==> src/hdl/chrl_pkg.sv <==
`timescale 1ns / 1ps
// ----------------------------------------------------------------------------
// chrl_pkg: shared types and constants for the hash ring lookup
// Field widths, item kinds, hash constants and the lookup result record.
// ----------------------------------------------------------------------------
package chrl_pkg;

  localparam int unsigned IndexWidth    = 5;
  localparam int unsigned PositionWidth = 32;
  localparam int unsigned StorageWidth  = 2;
  localparam int unsigned ByteWidth     = 8;
  localparam int unsigned UsedWidth     = 6;

  localparam logic [PositionWidth-1:0] HashSeed  = 32'd5381;
  localparam int unsigned              HashShift = 5;
  localparam logic [UsedWidth-1:0]     UsedReset = 6'd30;

  // item kind carried in tuser
  localparam logic OpLoad = 1'b0;
  localparam logic OpKey  = 1'b1;

  typedef struct packed {
    logic [PositionWidth-1:0] hash;
    logic [StorageWidth-1:0]  owner;
  } result_t;

endpackage

==> src/hdl/consistent_hash_ring_lookup.sv <==
`timescale 1ns / 1ps
// ----------------------------------------------------------------------------
// consistent_hash_ring_lookup: route keys to storage nodes on a hash ring
//
// Input stream: tuser selects the item kind. A load transfer (tuser = 0)
// writes one ring entry (position, storage) at entry_index; software loads
// entries in ascending position order. A key transfer (tuser = 1) carries one
// key byte, folded into a djb2 hash; tlast marks the key's final byte.
// Load and non-final key transfers are accepted while the ring is idle. After
// the final key byte the input stalls while one comparator walks the ring
// entries, one per cycle from a registered memory read, until the matching
// entry is found or, after ring_entries_used entries capped at the ring depth,
// the search wraps to entry 0; the result then sits in the output register.
// The output register lets load and key bytes of the next key flow while a
// result waits; a stalled receiver only holds the next search at its end.
// cfg_wr_en_i writes ring_entries_used; do so only while idle.
// Reset: ring_entries_used = 30, hash seed reloaded, output empty. Ring
// entries are not cleared and must be loaded before they are searched.
// ----------------------------------------------------------------------------
module consistent_hash_ring_lookup
  import chrl_pkg::*;
#(
  parameter int unsigned RING_DEPTH = 32
) (
  input  logic        clk_i,
  input  logic        rst_ni,
  input  logic        cfg_wr_en_i,
  input  logic [5:0]  cfg_wr_data_i,  // ring_entries_used
  input  logic        s_axis_tvalid,
  output logic        s_axis_tready,
  // [4:0] entry_index, [36:5] entry_position, [38:37] entry_storage,
  // [46:39] key_byte, [47] zero
  input  logic [47:0] s_axis_tdata,
  input  logic        s_axis_tuser,   // op
  input  logic        s_axis_tlast,   // key_last
  output logic        m_axis_tvalid,
  input  logic        m_axis_tready,
  // [1:0] storage_index, [33:2] key_hash, [39:34] zero
  output logic [39:0] m_axis_tdata
);

  logic [UsedWidth-1:0]     used_q;
  logic                     in_xfer;
  logic                     key_en;
  logic [PositionWidth-1:0] key_hash;
  logic                     ring_idle;
  logic                     res_vld;
  result_t                  res;
  logic                     res_rdy;
  logic                     out_vld_q;
  result_t                  out_q;

  assign s_axis_tready = ring_idle;
  assign in_xfer       = s_axis_tvalid && s_axis_tready;
  assign key_en        = in_xfer && (s_axis_tuser == OpKey);

  always_ff @(posedge clk_i or negedge rst_ni) begin
    if (!rst_ni) begin
      used_q <= UsedReset;
    end else if (cfg_wr_en_i) begin
      used_q <= cfg_wr_data_i;
    end
  end

  chrl_hash u_hash (
    .clk_i     (clk_i),
    .rst_ni    (rst_ni),
    .byte_en_i (key_en),
    .byte_i    (s_axis_tdata[46:39]),
    .last_i    (s_axis_tlast),
    .hash_o    (key_hash)
  );

  chrl_ring #(
    .RING_DEPTH (RING_DEPTH)
  ) u_ring (
    .clk_i         (clk_i),
    .rst_ni        (rst_ni),
    .wr_en_i       (in_xfer && (s_axis_tuser == OpLoad)),
    .wr_index_i    (s_axis_tdata[4:0]),
    .wr_position_i (s_axis_tdata[36:5]),
    .wr_storage_i  (s_axis_tdata[38:37]),
    .start_i       (key_en && s_axis_tlast),
    .hash_i        (key_hash),
    .used_i        (used_q),
    .idle_o        (ring_idle),
    .res_vld_o     (res_vld),
    .res_o         (res),
    .res_rdy_i     (res_rdy)
  );

  assign res_rdy = !out_vld_q || m_axis_tready;

  always_ff @(posedge clk_i or negedge rst_ni) begin
    if (!rst_ni) begin
      out_vld_q <= 1'b0;
      out_q     <= '0;
    end else if (res_rdy) begin
      out_vld_q <= res_vld;
      if (res_vld) begin
        out_q <= res;
      end
    end
  end

  assign m_axis_tvalid = out_vld_q;
  assign m_axis_tdata  = {6'd0, out_q.hash, out_q.owner};

endmodule

==> src/hdl/chrl_hash.sv <==
`timescale 1ns / 1ps
// ----------------------------------------------------------------------------
// chrl_hash: djb2 key hash accumulator
// Folds one signed key byte per transfer; a zero byte freezes the hash until
// the last byte, which returns the accumulator to the seed.
// ----------------------------------------------------------------------------
module chrl_hash
  import chrl_pkg::*;
(
  input  logic                     clk_i,
  input  logic                     rst_ni,
  input  logic                     byte_en_i,
  input  logic [ByteWidth-1:0]     byte_i,
  input  logic                     last_i,
  output logic [PositionWidth-1:0] hash_o
);

  logic [PositionWidth-1:0] hash_q, hash_d;
  logic                     term_q, term_d;
  logic [PositionWidth-1:0] byte_ext;
  logic                     fold;

  assign byte_ext = {{(PositionWidth-ByteWidth){byte_i[ByteWidth-1]}}, byte_i};
  assign fold     = byte_en_i && !term_q && (byte_i != '0);

  // hash * 33 + byte, wraps mod 2^32
  assign hash_o = fold ? ((hash_q << HashShift) + hash_q + byte_ext) : hash_q;

  always_comb begin
    hash_d = hash_q;
    term_d = term_q;
    if (byte_en_i) begin
      if (last_i) begin
        hash_d = HashSeed;
        term_d = 1'b0;
      end else begin
        hash_d = hash_o;
        if (byte_i == '0) begin
          term_d = 1'b1;
        end
      end
    end
  end

  always_ff @(posedge clk_i or negedge rst_ni) begin
    if (!rst_ni) begin
      hash_q <= HashSeed;
      term_q <= 1'b0;
    end else begin
      hash_q <= hash_d;
      term_q <= term_d;
    end
  end

endmodule

==> src/hdl/chrl_ring.sv <==
`timescale 1ns / 1ps
// ----------------------------------------------------------------------------
// chrl_ring: ring entry memory and sequential search
// One comparator walks the entries one per cycle behind a registered read
// port; the first position >= hash wins, otherwise entry 0 is reported.
// ----------------------------------------------------------------------------
module chrl_ring
  import chrl_pkg::*;
#(
  parameter int unsigned RING_DEPTH = 32
) (
  input  logic                     clk_i,
  input  logic                     rst_ni,
  input  logic                     wr_en_i,
  input  logic [IndexWidth-1:0]    wr_index_i,
  input  logic [PositionWidth-1:0] wr_position_i,
  input  logic [StorageWidth-1:0]  wr_storage_i,
  input  logic                     start_i,
  input  logic [PositionWidth-1:0] hash_i,
  input  logic [UsedWidth-1:0]     used_i,
  output logic                     idle_o,
  output logic                     res_vld_o,
  output result_t                  res_o,
  input  logic                     res_rdy_i
);

  localparam int unsigned AddrWidth  = (RING_DEPTH > 1) ? $clog2(RING_DEPTH) : 1;
  localparam int unsigned CountWidth = $clog2(RING_DEPTH + 1);

  typedef enum logic [1:0] {
    StIdle,
    StScan,
    StDone
  } state_e;

  logic [PositionWidth-1:0] pos_mem [RING_DEPTH];
  logic [StorageWidth-1:0]  own_mem [RING_DEPTH];

  state_e                   state_q;
  logic [CountWidth-1:0]    idx_q;
  logic [CountWidth-1:0]    cnt_q;
  logic [PositionWidth-1:0] hash_q;
  logic                     pend_q;
  logic                     wrap_q;
  logic                     wrap_sent_q;
  logic [StorageWidth-1:0]  res_own_q;
  logic [PositionWidth-1:0] rd_pos_q;
  logic [StorageWidth-1:0]  rd_own_q;

  logic [CountWidth-1:0]    cnt_start;
  logic                     wr_in_range;
  logic [AddrWidth-1:0]     rd_addr;
  logic                     hit;
  logic                     issue_entry;
  logic                     issue_wrap;

  // entries searched saturate at the ring depth
  assign cnt_start = (32'(used_i) > RING_DEPTH) ? CountWidth'(RING_DEPTH)
                                                : CountWidth'(used_i);
  assign wr_in_range = 32'(wr_index_i) < RING_DEPTH;

  assign hit         = pend_q && (wrap_q || (rd_pos_q >= hash_q));
  assign issue_entry = idx_q < cnt_q;
  assign issue_wrap  = !issue_entry && !wrap_sent_q;
  assign rd_addr     = issue_entry ? idx_q[AddrWidth-1:0] : '0;

  always_ff @(posedge clk_i) begin
    if (wr_en_i && wr_in_range) begin
      pos_mem[AddrWidth'(wr_index_i)] <= wr_position_i;
      own_mem[AddrWidth'(wr_index_i)] <= wr_storage_i;
    end
    rd_pos_q <= pos_mem[rd_addr];
    rd_own_q <= own_mem[rd_addr];
  end

  always_ff @(posedge clk_i or negedge rst_ni) begin
    if (!rst_ni) begin
      state_q     <= StIdle;
      idx_q       <= '0;
      cnt_q       <= '0;
      hash_q      <= '0;
      pend_q      <= 1'b0;
      wrap_q      <= 1'b0;
      wrap_sent_q <= 1'b0;
      res_own_q   <= '0;
    end else begin
      case (state_q)
        StIdle: begin
          if (start_i) begin
            hash_q      <= hash_i;
            cnt_q       <= cnt_start;
            idx_q       <= '0;
            pend_q      <= 1'b0;
            wrap_q      <= 1'b0;
            wrap_sent_q <= 1'b0;
            state_q     <= StScan;
          end
        end
        StScan: begin
          if (hit) begin
            res_own_q <= rd_own_q;
            pend_q    <= 1'b0;
            state_q   <= StDone;
          end else begin
            // wrap read goes out once, right behind the last entry
            pend_q <= issue_entry || issue_wrap;
            wrap_q <= issue_wrap;
            if (issue_entry) begin
              idx_q <= idx_q + 1'b1;
            end
            if (issue_wrap) begin
              wrap_sent_q <= 1'b1;
            end
          end
        end
        StDone: begin
          if (res_rdy_i) begin
            state_q <= StIdle;
          end
        end
        default: begin
          state_q <= StIdle;
        end
      endcase
    end
  end

  assign idle_o      = (state_q == StIdle);
  assign res_vld_o   = (state_q == StDone);
  assign res_o.hash  = hash_q;
  assign res_o.owner = res_own_q;

endmodule
==> config.mk <==
export PLATFORM = sky130hd
export DESIGN_NAME = consistent_hash_ring_lookup
export DESIGN_NICKNAME = d
export VERILOG_FILES = /design/src/hdl/chrl_pkg.sv /design/src/hdl/consistent_hash_ring_lookup.sv /design/src/hdl/chrl_hash.sv /design/src/hdl/chrl_ring.sv
export SDC_FILE = /design/constraint.sdc
export NUM_CORES = 2
export LEC_CHECK = 0
export ABC_AREA = 1
export BUFFER_PORTS_ARGS = -buffer_cell sky130_fd_sc_hd__buf_4
export CORE_ASPECT_RATIO = 1.1
export CORE_MARGIN = 5
export CORE_UTILIZATION = 40
export CTS_CLUSTER_DIAMETER = 80
export DETAILED_ROUTE_END_ITERATION = 8
export SLEW_MARGIN = 20
export SYNTH_ARGS = -nofsm -noshare
export SYNTH_HDL_FRONTEND = slang
export SYNTH_SLANG_ARGS = --single-unit
export TNS_END_PERCENT = 10
==> constraint.sdc <==
create_clock -name clk_i -period 5.45 [get_ports clk_i]
set_input_delay 1.09 -clock clk_i [delete_from_list [all_inputs] [get_ports clk_i]]
set_output_delay 1.09 -clock clk_i [all_outputs]
set_load 0.02 [all_outputs]
==> Word-level counts from Yosys, hierarchy flattened <==
Memory sizes are Yosys's and may differ from the RTL's. A register that Yosys moved wholly into a read port is not among the register bits.
Cells that the tools add are included.
{ "totals": {"ram_bits": 1088, "output_inout_bits": 42, "mem_count": 2, "in_bits": 61, "reg_bits": 125, "elab_cells": 84} }
{ "memory_table": {"columns": ["memory", "words", "word_bits", "read_ports", "rd_ports_with_merged_regs", "write_ports", "line", "source"], "rows": [
  ["u_ring.pos_mem", 32, 32, 1, 1, 1, "chrl_ring.sv:36", "logic [PositionWidth-1:0] pos_mem [RING_DEPTH];"],
  ["u_ring.own_mem", 32, 2, 1, 1, 1, "chrl_ring.sv:37", "logic [StorageWidth-1:0] own_mem [RING_DEPTH];"]
]} }
{ "op_classes": {"n_bitwise": 1, "n_eq_ne": 8, "mux": 24, "n_addsub": 3, "n_reduce_logical": 29, "n_lt_le_gt_ge": 3} }
{ "op_table": {"columns": ["op", "count"], "rows": [
  ["32-bit adder", 2],
  ["32-bit two-way mux", 2],
  ["32-bit >= comparator", 1],
  ["6-bit two-way mux", 4],
  ["6-bit case mux with 2 select lines", 1],
  ["2-bit by 1-bit inequality test with 1-bit output (second input constant)", 5],
  ["2-bit AND reduction", 5],
  ["1-bit two-way mux", 9],
  ["1-bit logical AND", 8],
  ["8-bit logical NOT", 1],
  ["4-bit AND reduction", 2],
  ["8-bit nonzero test", 1],
  ["6-bit by 1-bit adder with 6-bit output (second input constant)", 1],
  ["6-bit > comparator (second input constant)", 1],
  ["6-bit less-than comparator", 1],
  ["2-bit two-way mux", 3],
  ["1-bit case mux with 2 select lines", 3],
  ["2-bit case mux with 3 select lines", 1],
  ["3-bit AND reduction", 2],
  ["5-bit two-way mux", 1],
  ["1-bit logical NOT", 4],
  ["2-bit nonzero test", 2],
  ["1-bit logical OR", 3],
  ["2-bit by 1-bit equality test with 1-bit output (second input constant)", 1],
  ["4 further kinds", 4]
]} }

==> Logic depth before layout (Yosys ltp) <==
{ "depth": {"depth_word": 7, "depth_mapped": 17, "depth_no_buf": 17} }

==> By module <==
From an unflattened synthesis, not the netlist that was laid out.
{ "unflattened": {"hier_cells": 6022, "hier_area_um2": 58305.9} }
{ "modules_own_cells": {"columns": ["mod", "n_inst", "cells_each", "area_each_um2", "seq_area_each_um2"], "rows": [
  ["chrl_ring", 1, 5076, 51864.7, 34628.2],
  ["chrl_hash", 1, 758, 4727.0, 832.0],
  ["consistent_hash_ring_lookup", 1, 188, 1714.1, 1031.0]
]} }

==> Worst setup path before layout <==
Ideal clock, no wire load.
{ "synth_path": {"kind": "input-to-reg", "startpoint": "input s_axis_tdata[3]", "endpoint": "memory u_ring.own_mem[10][0], enable pin", "arrival_time_ns": 3.023, "stages": 5, "t_required_ns": 5.025, "slack_ns": 2.002, "path_cell_list": "inv_1 or2_2 nor2_1 nand2_1 nor2_1"} }
{ "synth_lines": {"columns": ["element", "line", "source"], "rows": [
  ["from (decl)", "consistent_hash_ring_lookup.sv:33", "input logic [47:0] s_axis_tdata,"],
  ["to (decl)", "chrl_ring.sv:37", null]
]} }
No word-level cell before the write port.

==> Final worst setup path <==
{ "layout_path": {"startpoint": "register u_ring.idx_q[4]", "endpoint": "register u_ring.rd_pos_q[27], read port of u_ring.pos_mem"} }
{ "layout_between": {"elab_chain_len": 2} }
{ "layout_lines": {"columns": ["element", "line", "source"], "rows": [
  ["from (decl)", "chrl_ring.sv:40", "logic [CountWidth-1:0] idx_q;"],
  ["from (signal assigned)", "chrl_ring.sv:109", "idx_q <= idx_q + 1'b1;"],
  ["6-bit less-than comparator", "chrl_ring.sv:63", "assign issue_entry = idx_q < cnt_q;"],
  ["5-bit two-way mux *", "chrl_ring.sv:65", "assign rd_addr = issue_entry ? idx_q[AddrWidth-1:0] : '0;"],
  ["to (decl)", "chrl_ring.sv:47", "logic [PositionWidth-1:0] rd_pos_q;"]
]} }
Every way passes the cells marked *; elsewhere a longest branch is shown, timed or not.
A chain may end at the register's enable or synchronous reset.

==> impl_metrics.toml <==
[clock_tree]
cts_resized = 0
cts_hold_buffers = 0
htree_levels = 4
clock_latency_ns = 0.76
cts_buffers = 141
cts_root_buf = "clkbuf_16"
cts_tree = "built"
clk_pin_slew_worst_paths_ns = 0.06
cts_num_sinks = 1247
postCtsSetupBuffers = 0
clockBufferDepth = 3

[finish]
final_net_count = 6074
multiInputGateArea_sq_mm = 0.0161
drive_above_1_share_pct = 7.53
syn2layout_area_growth_pct = 13.0
n_fill_cell = 13323
area.sequential_sq_mm = 0.0365

[sta]
drv_slew = 0
grt_setup_unrepaired = "no"
fin_worst_skew_ns = 0.0279
min_period_ns = 4.02
period_share_pct = 73.8
tightestPinTransition_ns = 1.09
setup_viol = 0
hold_slack_ns = 0.369
finalHoldViolCount = 0
relSlewSlack_pct = 27.4
fmax_ghz = 0.249
finalSetupTns_ns = 0

[critical_path]
crit_chain = "ha_1 > nand2_1 > inv_2 > a21oi_4 > buf_4 > nand3_4 > inv_8 > buf_4 > nand3_1 > nand3_1 > nand3_1 > nand2_1 > nand2_1 > nand2_1"
crit_arrival_ns = 4.61
path_max_fanout = 55
cp-end-kind = "flop"
required_ns = 6.04
crit_buf_inv = 4
cp-start-kind = "flop"
path_delay_family = "simple AND/OR/NAND/NOR gates"
critical_path.max_stage_delay_ns = 0.60
cp_common_cell = "nand2_1"
worstSetupPathType = "flop to flop"
crit_path_top_delay_cell = "inv_8"

[grt]
grt_pass1_vias = 40331
grt_max_degree = 164
antenna_found_initial = 14
grt_pass1_wl_um = 254000
overflow = 0
grt_util_all_layers_pct = 21.7

[die]
dieHeight_um = 411
initial_utilization_pct = 40.1
num_io_pins = 103
dieWidth_um = 374
row_count = 147
die_area_sq_mm = 0.154
core-area_sq_mm = 0.145

[yosys]
synth_ff_type = "edfxtp_1"
avgSynthCellArea_sq_um = 9.81
async_flop_share_pct = 10.0
synth-seq-cells = 1247
syn_inst = 5953
yosys_warnings = 0
synth_edf_count = 1088
ys_seq_area_share_pct = 62.5
syn_area_sq_mm = 0.0584
ys_types = 42

[run_status]
outcome = "finished clean"

[route]
vias = 42537
finalWirelength_um = 171000
wl_per_cell_um = 21.4
drc = 0
detail-route-antenna-nets = 0
viasPerCell = 5.34
dr.pass1.iters = 6
drt_iter0_markers = 4549

[power_and_ir_drop]
seq_power_share_pct = 35.7
p_int_mw = 19.7
power_frac_comb_pct = 35.9
power.leakage_nw = 28.5
swShare_pct = 38.4
ir_drop_uv = 323
power_density_mw_per_mm2 = 485
clockPowerShare_pct = 28.5
p_sw_mw = 12.3

[min_path]
hp-class = "input pin to async pin"

[placed_design]
place.gp.congestion = 0.880
dpl.hpwl_um = 94200
numPortBuffers = 95

[run]
drv_cap = 0
## path summary, 6_finish.rpt
check                                        from                   to  slack [ns]  cells after the start
worst max-delay path              u_ring.idx_q[4]  u_ring.rd_pos_q[27]        1.43                     14
worst max register to register    u_ring.idx_q[4]  u_ring.rd_pos_q[27]        1.43                     14
worst min register to register  u_ring.hash_q[19]    u_ring.hash_q[19]        0.48                      2
worst min-delay path                       rst_ni            used_q[5]        0.37                      1
min in group clk_i              u_ring.hash_q[19]    u_ring.hash_q[19]        0.48                      2
max in group asynchronous                  rst_ni    u_hash.hash_q[26]        4.00                      2
## flip-flops by register name, indices dropped and copies added, names as in the netlist
signal              cells
used_q                  6
u_ring.state_q          2
u_hash.term_q           1
u_ring.pend_q           1
u_ring.own_mem         64
u_ring.hash_q          32
u_ring.cnt_q            6
u_ring.idx_q            6
u_hash.hash_q          32
u_ring.res_own_q        2
u_ring.pos_mem       1024
u_ring.rd_own_q         2
u_ring.wrap_sent_q      1
u_ring.rd_pos_q        32
u_ring.wrap_q           1
m_axis_tdata           34
m_axis_tvalid           1
## cells in the final DEF, fill, tap and decap left out, types with 4 or more instances in the layout
master and count:
nor2_1 63, dfrtp_1 115, inv_6 8, inv_1 1219
dfstp_2 9, xor2_1 4, nand3_1 1023, nor2_4 34
fa_1 27, nor3_1 10, clkbuf_8 10, dfxtp_1 34
nand4_1 523, buf_12 38, clkinv_2 17, diode_2 8
clkbuf_1 34, nand3b_1 5, conb_1 6, o22ai_1 11
nand2_1 1122, clkinv_8 5, clkbuf_16 146, bufinv_16 4
edfxtp_1 1088, clkinv_1 28, a21oi_1 61, or2_2 12
buf_4 148, ha_1 73, inv_2 4, o21ai_0 108
## cells by family (layout without fill, tap and decap cells)
logic type,after synthesis,in the layout,share of synthesized area [%]
compound gates,191,191,1.72
xor+xnor,7,7,0.105
fa+ha+maj,100,100,2.49
buf+inv,1600,1669,10.5
flops,1247,1247,62.5
mux,3,3,0.0557
other cells,1,14,0.00642
simple gates,2804,2804,22.6
## cell type report
| cell class | count | area share [%] |
|---|---|---|
| sequential | 1247 | 55.3 |
| clock inverter | 67 | 0.815 |
| timing repair buffer | 186 | 2.84 |
| multi-input combinational | 3111 | 24.4 |
| inverter | 1226 | 7.00 |
| antenna | 8 | 0.0303 |
| clock buffer | 190 | 5.94 |
| tap | 1937 | 3.67 |
## synthesized netlist by cell type (2+ instances only)
library cell | number | share of area [%]
a21oi_1 | 61 | 0.52
a31oi_1 | 2 | 0.021
buf_1 | 47 | 0.30
buf_2 | 78 | 0.67
buf_4 | 7 | 0.090
clkbuf_1 | 242 | 1.6
clkinv_1 | 2 | 0.013
dfrtp_1 | 116 | 5.0
dfstp_2 | 9 | 0.41
dfxtp_1 | 34 | 1.2
edfxtp_1 | 1088 | 56
fa_1 | 27 | 0.93
ha_1 | 73 | 1.6
inv_1 | 1219 | 7.8
inv_2 | 5 | 0.032
mux2_2 | 2 | 0.039
nand2_1 | 1123 | 7.2
nand2_2 | 2 | 0.021
nand3_1 | 1026 | 8.8
nand3b_1 | 5 | 0.064
nand4_1 | 523 | 5.6
nor2_1 | 96 | 0.62
nor3_1 | 10 | 0.086
nor4_1 | 2 | 0.021
o21a_1 | 3 | 0.039
o21ai_0 | 108 | 0.93
o21bai_1 | 2 | 0.026
o22ai_1 | 11 | 0.12
or2_2 | 12 | 0.13
xnor2_1 | 3 | 0.045
xor2_1 | 4 | 0.060
## through the flow
stage / total power [mW] / setup slack [ns] / cell area (sq um) / std cells / utilization (%)
floorplan: 19.2 / 2.00 / 58400 / 5958 / -
global placement: 22.8 / 1.41 / 61500 / 7707 / 42.3
detailed placement: 23.0 / 1.38 / 61500 / 7707 / 42.3
CTS: 32.1 / 1.50 / 66000 / 7964 / 45.3
global route: 33.9 / 1.30 / 66000 / 7970 / 45.3
finish: 32.0 / 1.43 / 66000 / 7972 / 45.4
## power by group through the flow
stage / sequential (mW) / clock (mW) / combinational (mW)
detailed placement: 11.6 / 0 / 11.3
CTS: 11.4 / 9.26 / 11.4
global route: 11.5 / 9.68 / 12.7
floorplan: 11.6 / 0 / 7.60
finish: 11.4 / 9.11 / 11.5
global placement: 11.6 / 0 / 11.2
## layer usage
metal / GRT usage [%] / part of all wire [%] / vias to the layer above
li1: - / - / 19896
met1: 29.1 / 42 / 20659
met2: 35.6 / 48 / 1707
met3: 3.87 / 7.7 / 273
met4: 7.80 / 2.8 / 2
met5: 0 / 0.0076 / -
(Power assumes the default switching activity.)
